==> config.mk <==
export PLATFORM = sky130hd
export DESIGN_NAME = semaphore_wait_queue_table
export DESIGN_NICKNAME = d
export VERILOG_FILES = /design/src/hw/rtl/swqt_pkg.sv /design/src/hw/rtl/swqt_ram.sv /design/src/hw/rtl/semaphore_wait_queue_table.sv
export SDC_FILE = /design/constraint.sdc
export NUM_CORES = 2
export LEC_CHECK = 0
export CAP_MARGIN = 20
export CORE_UTILIZATION = 60
export CTS_CLUSTER_DIAMETER = 40
export DETAILED_ROUTE_END_ITERATION = 8
export DONT_BUFFER_PORTS = 1
export PLACE_DENSITY = 0.76
export SETUP_SLACK_MARGIN = 0.1
export SLEW_MARGIN = 20
export SYNTH_ARGS = -nofsm -noshare
export SYNTH_HDL_FRONTEND = slang
export SYNTH_HIERARCHICAL = 1
export SYNTH_SLANG_ARGS = --single-unit
==> constraint.sdc <==
create_clock -name clk -period 5.7 [get_ports clk]
set_input_delay 0.855 -clock clk [delete_from_list [all_inputs] [get_ports clk]]
set_output_delay 0.855 -clock clk [all_outputs]
set_load 0.01 [all_outputs]
==> src/hw/rtl/swqt_pkg.sv <==
// types and constants of the semaphore wait queue table
package swqt_pkg;

	localparam int KEY_W   = 32;
	localparam int PROC_W  = 5;
	localparam int NUM_PROCS = 32;

	typedef enum logic [1:0] {
		OP_INSERT      = 2'd0,
		OP_REMOVE_HEAD = 2'd1,
		OP_REMOVE_PROC = 2'd2,
		OP_PEEK_HEAD   = 2'd3
	} opcode_t;

	typedef enum logic [1:0] {
		ST_OK        = 2'd0,
		ST_NO_FREE   = 2'd1,
		ST_NULL_KEY  = 2'd2,
		ST_NOT_FOUND = 2'd3
	} status_t;

	typedef struct packed {
		logic [KEY_W-1:0]  key;
		logic [PROC_W-1:0] head;
		logic [PROC_W-1:0] tail;
	} slot_word_t;

endpackage

==> src/hw/rtl/swqt_ram.sv <==
// simple dual-port ram, one write and one registered read per cycle
module swqt_ram #(
	parameter int WIDTH = 8,
	parameter int DEPTH = 32
) (
	input  logic                     clk,
	input  logic                     we,
	input  logic [$clog2(DEPTH)-1:0] waddr,
	input  logic [WIDTH-1:0]         wdata,
	input  logic                     re,
	input  logic [$clog2(DEPTH)-1:0] raddr,
	output logic [WIDTH-1:0]         rdata
);

	logic [WIDTH-1:0] mem [DEPTH];

	always_ff @(posedge clk) begin
		if (we) begin
			mem[waddr] <= wdata;
		end
		if (re) begin
			rdata <= mem[raddr];
		end
	end

endmodule

==> src/hw/rtl/semaphore_wait_queue_table.sv <==
// semaphore wait queue table top level
// One item is processed at a time and answered with exactly one result. Insert, remove-head
// and peek scan the descriptor memory one entry per cycle for the key and stop once it is
// found; insert then updates in INS_A and INS_B (INS_B alone for a new key), remove-head in
// POP and, when others wait behind the head, POP_WR. Remove-process reads the slot of the
// process and goes to POP when it is at the head, else walks the link memory from the head
// to it and updates in RP_FIX. Null-key cases, inserts of a process already waiting and
// removals of a process not waiting are answered without a scan. The next item is taken
// once the result has been delivered. No clearing pass is needed after reset.
module semaphore_wait_queue_table #(
	parameter int NUM_ENTRIES = 32
) (
	input  logic        clk,
	input  logic        arst_n,
	input  logic        s_axis_tvalid,
	output logic        s_axis_tready,
	input  logic [39:0] s_axis_tdata,  // opcode[1:0], key[33:2], proc_id[38:34], zero
	output logic        m_axis_tvalid,
	input  logic        m_axis_tready,
	output logic [7:0]  m_axis_tdata,  // status[1:0], proc_out[6:2], zero
	output logic        m_axis_tuser   // proc_valid
);

	localparam int IW = $clog2(NUM_ENTRIES);
	localparam int PW = swqt_pkg::PROC_W;
	localparam int KW = swqt_pkg::KEY_W;

	typedef enum logic [3:0] {
		IDLE, SCAN, POP, POP_WR, INS_A, INS_B, RP_SLOT, RP_CHK, RP_WALK, RP_FIX
	} state_t;

	state_t state_q;

	logic [NUM_ENTRIES-1:0]         busy_q;
	logic [swqt_pkg::NUM_PROCS-1:0] waiting_q;

	swqt_pkg::opcode_t op_q;
	logic [KW-1:0]     key_q;
	logic [PW-1:0]     pid_q;

	logic [IW-1:0] scan_q;
	logic          chk_vld_s1;
	logic [IW-1:0] chk_idx_s1;
	logic          free_found_q;
	logic [IW-1:0] free_idx_q;

	logic [IW-1:0] hit_idx_q;
	logic [KW-1:0] hit_key_q;
	logic [PW-1:0] hit_head_q;
	logic [PW-1:0] hit_tail_q;
	logic [PW-1:0] cur_q;

	logic              out_valid_q;
	swqt_pkg::status_t out_status_q;
	logic              out_pvalid_q;
	logic [PW-1:0]     out_proc_q;

	logic                 slot_we, slot_re;
	logic [IW-1:0]        slot_waddr, slot_raddr;
	swqt_pkg::slot_word_t slot_wdata, slot_rd;
	logic [$bits(swqt_pkg::slot_word_t)-1:0] slot_rdata;

	logic          link_we, link_re;
	logic [PW-1:0] link_waddr, link_raddr, link_wdata, link_rdata;

	logic          pslot_we, pslot_re;
	logic [PW-1:0] pslot_waddr, pslot_raddr;
	logic [IW-1:0] pslot_wdata, pslot_rdata;

	swqt_pkg::opcode_t in_op;
	logic [KW-1:0]     in_key;
	logic [PW-1:0]     in_pid;
	logic              in_acc;
	logic              hit;
	logic              last;
	logic              free_any;
	logic [IW-1:0]     free_sel;
	logic [PW-1:0]     done_proc;

	assign in_op  = swqt_pkg::opcode_t'(s_axis_tdata[1:0]);
	assign in_key = s_axis_tdata[33:2];
	assign in_pid = s_axis_tdata[38:34];

	assign s_axis_tready = (state_q == IDLE) && !out_valid_q;
	assign in_acc        = s_axis_tvalid && s_axis_tready;
	assign m_axis_tvalid = out_valid_q;
	assign m_axis_tdata  = {1'b0, out_proc_q, out_status_q};
	assign m_axis_tuser  = out_pvalid_q;

	assign slot_rd  = swqt_pkg::slot_word_t'(slot_rdata);
	assign hit      = chk_vld_s1 && busy_q[chk_idx_s1] && (slot_rd.key == key_q);
	assign last     = (chk_idx_s1 == IW'(NUM_ENTRIES - 1));
	assign free_any = free_found_q || !busy_q[chk_idx_s1];
	assign free_sel = free_found_q ? free_idx_q : chk_idx_s1;
	assign done_proc = (op_q == swqt_pkg::OP_REMOVE_PROC) ? pid_q : hit_head_q;

	swqt_ram #(.WIDTH($bits(swqt_pkg::slot_word_t)), .DEPTH(NUM_ENTRIES)) u_slot_ram (
		.clk(clk), .we(slot_we), .waddr(slot_waddr), .wdata(slot_wdata),
		.re(slot_re), .raddr(slot_raddr), .rdata(slot_rdata)
	);

	swqt_ram #(.WIDTH(PW), .DEPTH(swqt_pkg::NUM_PROCS)) u_link_ram (
		.clk(clk), .we(link_we), .waddr(link_waddr), .wdata(link_wdata),
		.re(link_re), .raddr(link_raddr), .rdata(link_rdata)
	);

	swqt_ram #(.WIDTH(IW), .DEPTH(swqt_pkg::NUM_PROCS)) u_pslot_ram (
		.clk(clk), .we(pslot_we), .waddr(pslot_waddr), .wdata(pslot_wdata),
		.re(pslot_re), .raddr(pslot_raddr), .rdata(pslot_rdata)
	);

	always_comb begin
		slot_we     = 1'b0;
		slot_re     = 1'b0;
		slot_waddr  = hit_idx_q;
		slot_raddr  = scan_q;
		slot_wdata  = '{key: hit_key_q, head: hit_head_q, tail: hit_tail_q};
		link_we     = 1'b0;
		link_re     = 1'b0;
		link_waddr  = pid_q;
		link_raddr  = hit_head_q;
		link_wdata  = '0;
		pslot_we    = 1'b0;
		pslot_re    = 1'b0;
		pslot_waddr = pid_q;
		pslot_raddr = in_pid;
		pslot_wdata = hit_idx_q;
		unique case (state_q)
			IDLE: begin
				pslot_re = in_acc && (in_op == swqt_pkg::OP_REMOVE_PROC) && waiting_q[in_pid];
			end
			SCAN: begin
				slot_re = 1'b1;
			end
			POP: begin
				link_re = (hit_head_q != hit_tail_q);
			end
			POP_WR: begin
				slot_we    = 1'b1;
				slot_wdata = '{key: hit_key_q, head: link_rdata, tail: hit_tail_q};
			end
			INS_A: begin
				link_we    = 1'b1;
				link_waddr = hit_tail_q;
				link_wdata = pid_q;
			end
			INS_B: begin
				link_we    = 1'b1;
				slot_we    = 1'b1;
				slot_wdata = '{key: hit_key_q, head: hit_head_q, tail: pid_q};
				pslot_we   = 1'b1;
			end
			RP_SLOT: begin
				slot_re    = 1'b1;
				slot_raddr = pslot_rdata;
			end
			RP_CHK: begin
				link_re    = (slot_rd.head != pid_q);
				link_raddr = slot_rd.head;
			end
			RP_WALK: begin
				link_re    = 1'b1;
				link_raddr = (link_rdata == pid_q) ? pid_q : link_rdata;
			end
			RP_FIX: begin
				link_we    = 1'b1;
				link_waddr = cur_q;
				link_wdata = link_rdata;
				slot_we    = (hit_tail_q == pid_q);
				slot_wdata = '{key: hit_key_q, head: hit_head_q, tail: cur_q};
			end
			default: begin
			end
		endcase
	end

	always_ff @(posedge clk or negedge arst_n) begin
		if (!arst_n) begin
			state_q      <= IDLE;
			busy_q       <= '0;
			waiting_q    <= '0;
			out_valid_q  <= 1'b0;
			chk_vld_s1   <= 1'b0;
			free_found_q <= 1'b0;
			out_status_q <= swqt_pkg::ST_OK;
			out_pvalid_q <= 1'b0;
			out_proc_q   <= '0;
			op_q         <= swqt_pkg::OP_INSERT;
			key_q        <= '0;
			pid_q        <= '0;
			scan_q       <= '0;
			chk_idx_s1   <= '0;
			free_idx_q   <= '0;
			hit_idx_q    <= '0;
			hit_key_q    <= '0;
			hit_head_q   <= '0;
			hit_tail_q   <= '0;
			cur_q        <= '0;
		end else begin
			if (m_axis_tvalid && m_axis_tready) begin
				out_valid_q <= 1'b0;
			end
			unique case (state_q)
				IDLE: begin
					free_found_q <= 1'b0;
					scan_q       <= '0;
					if (in_acc) begin
						op_q  <= in_op;
						key_q <= in_key;
						pid_q <= in_pid;
						out_pvalid_q <= 1'b0;
						out_proc_q   <= '0;
						if (in_op == swqt_pkg::OP_INSERT && in_key == '0) begin
							out_valid_q  <= 1'b1;
							out_status_q <= swqt_pkg::ST_NULL_KEY;
						end else if (in_op == swqt_pkg::OP_INSERT && waiting_q[in_pid]) begin
							out_valid_q  <= 1'b1;
							out_status_q <= swqt_pkg::ST_NOT_FOUND;
						end else if (in_op == swqt_pkg::OP_REMOVE_PROC) begin
							if (waiting_q[in_pid]) begin
								state_q <= RP_SLOT;
							end else begin
								out_valid_q  <= 1'b1;
								out_status_q <= swqt_pkg::ST_NOT_FOUND;
							end
						end else if (in_key == '0) begin
							out_valid_q  <= 1'b1;
							out_status_q <= swqt_pkg::ST_NOT_FOUND;
						end else begin
							state_q <= SCAN;
						end
					end
				end
				SCAN: begin
					chk_vld_s1 <= !(chk_vld_s1 && (hit || last));
					chk_idx_s1 <= scan_q;
					scan_q     <= scan_q + 1'b1;
					if (chk_vld_s1) begin
						if (!free_found_q && !busy_q[chk_idx_s1]) begin
							free_found_q <= 1'b1;
							free_idx_q   <= chk_idx_s1;
						end
						if (hit) begin
							hit_idx_q  <= chk_idx_s1;
							hit_key_q  <= slot_rd.key;
							hit_head_q <= slot_rd.head;
							hit_tail_q <= slot_rd.tail;
							unique case (op_q)
								swqt_pkg::OP_INSERT:      state_q <= INS_A;
								swqt_pkg::OP_REMOVE_HEAD: state_q <= POP;
								default: begin
									state_q      <= IDLE;
									out_valid_q  <= 1'b1;
									out_status_q <= swqt_pkg::ST_OK;
									out_pvalid_q <= 1'b1;
									out_proc_q   <= slot_rd.head;
								end
							endcase
						end else if (last) begin
							if (op_q == swqt_pkg::OP_INSERT && free_any) begin
								hit_idx_q  <= free_sel;
								hit_key_q  <= key_q;
								hit_head_q <= pid_q;
								state_q    <= INS_B;
							end else begin
								state_q      <= IDLE;
								out_valid_q  <= 1'b1;
								out_status_q <= (op_q == swqt_pkg::OP_INSERT) ?
									swqt_pkg::ST_NO_FREE : swqt_pkg::ST_NOT_FOUND;
							end
						end
					end
				end
				POP: begin
					if (hit_head_q == hit_tail_q) begin
						busy_q[hit_idx_q]     <= 1'b0;
						waiting_q[hit_head_q] <= 1'b0;
						state_q      <= IDLE;
						out_valid_q  <= 1'b1;
						out_status_q <= swqt_pkg::ST_OK;
						out_pvalid_q <= 1'b1;
						out_proc_q   <= done_proc;
					end else begin
						state_q <= POP_WR;
					end
				end
				POP_WR: begin
					waiting_q[hit_head_q] <= 1'b0;
					state_q      <= IDLE;
					out_valid_q  <= 1'b1;
					out_status_q <= swqt_pkg::ST_OK;
					out_pvalid_q <= 1'b1;
					out_proc_q   <= done_proc;
				end
				INS_A: begin
					state_q <= INS_B;
				end
				INS_B: begin
					busy_q[hit_idx_q] <= 1'b1;
					waiting_q[pid_q]  <= 1'b1;
					state_q      <= IDLE;
					out_valid_q  <= 1'b1;
					out_status_q <= swqt_pkg::ST_OK;
				end
				RP_SLOT: begin
					hit_idx_q <= pslot_rdata;
					state_q   <= RP_CHK;
				end
				RP_CHK: begin
					hit_key_q  <= slot_rd.key;
					hit_head_q <= slot_rd.head;
					hit_tail_q <= slot_rd.tail;
					cur_q      <= slot_rd.head;
					state_q    <= (slot_rd.head == pid_q) ? POP : RP_WALK;
				end
				RP_WALK: begin
					if (link_rdata == pid_q) begin
						state_q <= RP_FIX;
					end else begin
						cur_q <= link_rdata;
					end
				end
				RP_FIX: begin
					waiting_q[pid_q] <= 1'b0;
					state_q      <= IDLE;
					out_valid_q  <= 1'b1;
					out_status_q <= swqt_pkg::ST_OK;
					out_pvalid_q <= 1'b1;
					out_proc_q   <= pid_q;
				end
				default: begin
					state_q <= IDLE;
				end
			endcase
		end
	end

endmodule

==> impl_metrics.toml <==
[pwr]
intPower_uw = 26690
p_sw_frac = 0.2918
ir_worst_vdd_mv = 0.3038
pwr-share-comb = 0.216
p_per_area_nw_per_um2 = 438.9
clkPwrFrac = 0.343
leakagePower_uw = 0.03107
p_total_uw = 37690
p_seq_frac = 0.441
p_sw_uw = 11000

[routing]
vias = 42500
drc_errors = 0
drt_iter0_drc = 4933
first_pass_iters = 5
drtAntennaViolNets = 0
drt-vias-per-instance = 6.565
wl_mm = 181.9
wl_per_cell_um = 28.10

[synthesis]
synth_top_area_share = 0.6671
syn_inst = 4592
synth_fp_nets = 4637
synth_warnings = 6
yosys.area.top_type = "edfxtp_1"
synth_edf_count = 1716
ys_seq_area_frac = 0.7270
ys_ff_latch = 1901
syn_area_per_cell_um2 = 16.82
synth-main-ff-cell = "edfxtp_1"
yosys-top-cells-area = "edfxtp_1, mux2i_1, dfrtp_1"
synthArstFlopShare = 0.09732
synth_area_um2 = 77250
yosysUniqueCellTypes = 74

[clocking]
cts_resized = 0
cts_root_buffer = "clkbuf_16"
cts_num_sinks = 1901
clk_latency_ps = 820
cts_hold_buf = 1
cts_tree = "built"
h-tree-depth = 4
cts_made_buffers = 197
clock_path_buffers = 3
clkSlewWorstSetupHoldPaths_ps = 60
post_cts_buffers = 0

[worst_setup_path]
path_class = "register to register"
path_depth = 8
startpoint = "state_q[3]"
cp.arrival_ps = 4910
timing.rr.end = "u_link_ram/rdata[2]"
max_stage_delay_ps = 700
crit_end = "u_link_ram/rdata[2]"
critical_path.cell_chain = "nand2b_1, nor3_1, and2_1, a221o_2, buf_12, mux4_2, mux4_2, mux2_2"
rrSetupSlack_ps = 1350
end_kind = "register"
worst-endpoint-required_ps = 6250
crit_path_top_delay_cell = "dfrtp_1"
crit_buf_inv = 1
start_kind = "register"
crit_path_frequent_cell = "mux4_2"
crit_fanout = 21
r2r_cells = 8
reg2reg_from = "state_q[3]"
critPathTopFamily = "multiplexers"

[run]
drv_cap = 0

[floorplanning]
die_w_um = 360.8
ios = 55
start_util = 0.6050
dieArea_um2 = 130200
die_h_um = 360.8
design.core.area_um2 = 127700
row_count = 131

[layout]
drive_gt1_frac = 0.1522
synthToLayoutAreaGrowth_pct = 11.17
final_cells = 6473
nets = 4684

[global_route]
grt_pass1_vias = 41790
grt_usage = 0.2792
antenna_found_initial = 1
grt_pass1_wl_mm = 267.6
gr-total-overflow = 0
grt_max_degree = 186

[sta]
whs_ps = 146.1
slew_viol_final = 0
finalSetupViolCount = 0
skew_ps = 31.31
setup_tns_ps = 0
worstMarginPinSlew_ps = 1249
relSlewSlack = 0.1674
rsz0062_at_grt = "false"
clock.fmax_ghz = 0.2298
fin_crit_ps = 4352
period_share = 0.7636
layout_setup_ws_ps = 1348
hold_violations = 0

[worst_hold_path]
holdPathStages = 2
hold_path.class = "input pin to register"

[run_status]
run_status = "finished clean"

[placed_design]
gp_congestion = 0.8567
dp.cells = 6098
preCtsSetupSlack_ps = 1365
io_buffers = 0
dp_hpwl_mm = 94.46
## cells in the final DEF, fill, tap and decap left out, drive strengths merged, types with 124 or more instances in the layout
| cell | count |
|---|---|
| clkbuf | 259 |
| nand3 | 159 |
| mux2i | 686 |
| nor2 | 148 |
| dfrtp | 185 |
| nand2 | 296 |
| edfxtp | 1716 |
| mux2 | 124 |
| a21oi | 200 |
| a22oi | 139 |
## registers in the layout, indices dropped and copies added (netlist names), 4 cells and up, named ones only
| register | cells |
|---|---|
| hit_tail_q | 5 |
| state_q | 4 |
| hit_head_q | 5 |
| hit_idx_q | 5 |
| u_link_ram/mem | 160 |
| waiting_q | 32 |
| scan_q | 5 |
| free_idx_q | 5 |
| cur_q | 5 |
| key_q | 32 |
| out_proc_q | 5 |
| u_link_ram/rdata | 5 |
| chk_idx_s1 | 5 |
| u_slot_ram/rdata | 42 |
| hit_key_q | 32 |
| u_slot_ram/mem | 1344 |
| pid_q | 5 |
| u_pslot_ram/rdata | 5 |
| u_pslot_ram/mem | 160 |
## worst reg2reg max path, stage by stage, from the launching register on
cell	delay [ps]
dfrtp_1	700
nand2b_1	210
nor3_1	670
and2_1	250
a221o_2	630
buf_12	310
mux4_2	560
mux4_2	520
mux2_2	280
## metal layers
layer	wire [µm]	up-vias	track usage
met5	0	-	0
li1	-	18180	-
met4	5131	0	0.09462
met2	87600	2279	0.4468
met1	71180	21670	0.3864
met3	17950	364	0.05571
## power by group through the flow
| stage | combinational, µW | sequential, µW | clock [µW] |
|---|---|---|---|
| 5_1_grt | 8600 | 16700 | 13600 |
| 4_1_cts | 8060 | 16600 | 13100 |
| 3_3_place_gp | 7890 | 16900 | 0 |
| 2_1_floorplan | 6090 | 16600 | 0 |
| 6_report | 8160 | 16600 | 12900 |
| 3_5_place_dp | 7970 | 16900 | 0 |
## worst min-delay path by stage
stage / start / end / slack, ps
after global placement: u_slot_ram/rdata[2] / hit_tail_q[2] / 460
after global routing: s_axis_tdata[15] / key_q[13] / 120
after CTS: s_axis_tdata[11] / key_q[9] / 90
final: s_axis_tdata[27] / key_q[25] / 150
after floorplan: u_slot_ram/rdata[0] / hit_tail_q[0] / 460
after detailed placement: u_slot_ram/rdata[4] / hit_tail_q[4] / 470
## through the flow
step                      cell area, µm²  utilization
final                              85880       0.6726
after global routing               85880       0.6726
after CTS                          85790       0.6719
after detailed placement           79140       0.6198
after global placement             79140       0.6198
after floorplan                    77250            -
## Yosys cell counts (90+ instances only)
cell type,count
a22oi_1,139
a22o_1,90
nand3_1,158
mux2i_1,685
nor2_1,147
a21oi_1,200
nand2_1,296
mux4_2,113
edfxtp_1,1716
clkbuf_1,107
dfrtp_1,185
## final cells by class
cell class                 instances  area (µm²)
sequential                      1901       56160
fill                            8153       41810
multi-input combinational       2407       19800
clock buffer                     259        5429
tap                             1662        2079
clock inverter                   110        1187
timing repair buffer             113        1149
inverter                          19       71.32
antenna                            2       5.005
## cells by family after synthesis
kind of cell	synth area share
XOR/XNOR	0.006123
adder cells (fa/ha/maj)	0.0002915
buffers and inverters	0.02115
other	0.00004855
multiplexers	0.1434
AO/OA/AOI/OAI	0.05436
flip-flops	0.7270
AND/OR/NAND/NOR	0.04760
Power figures use the tool's default switching activity.
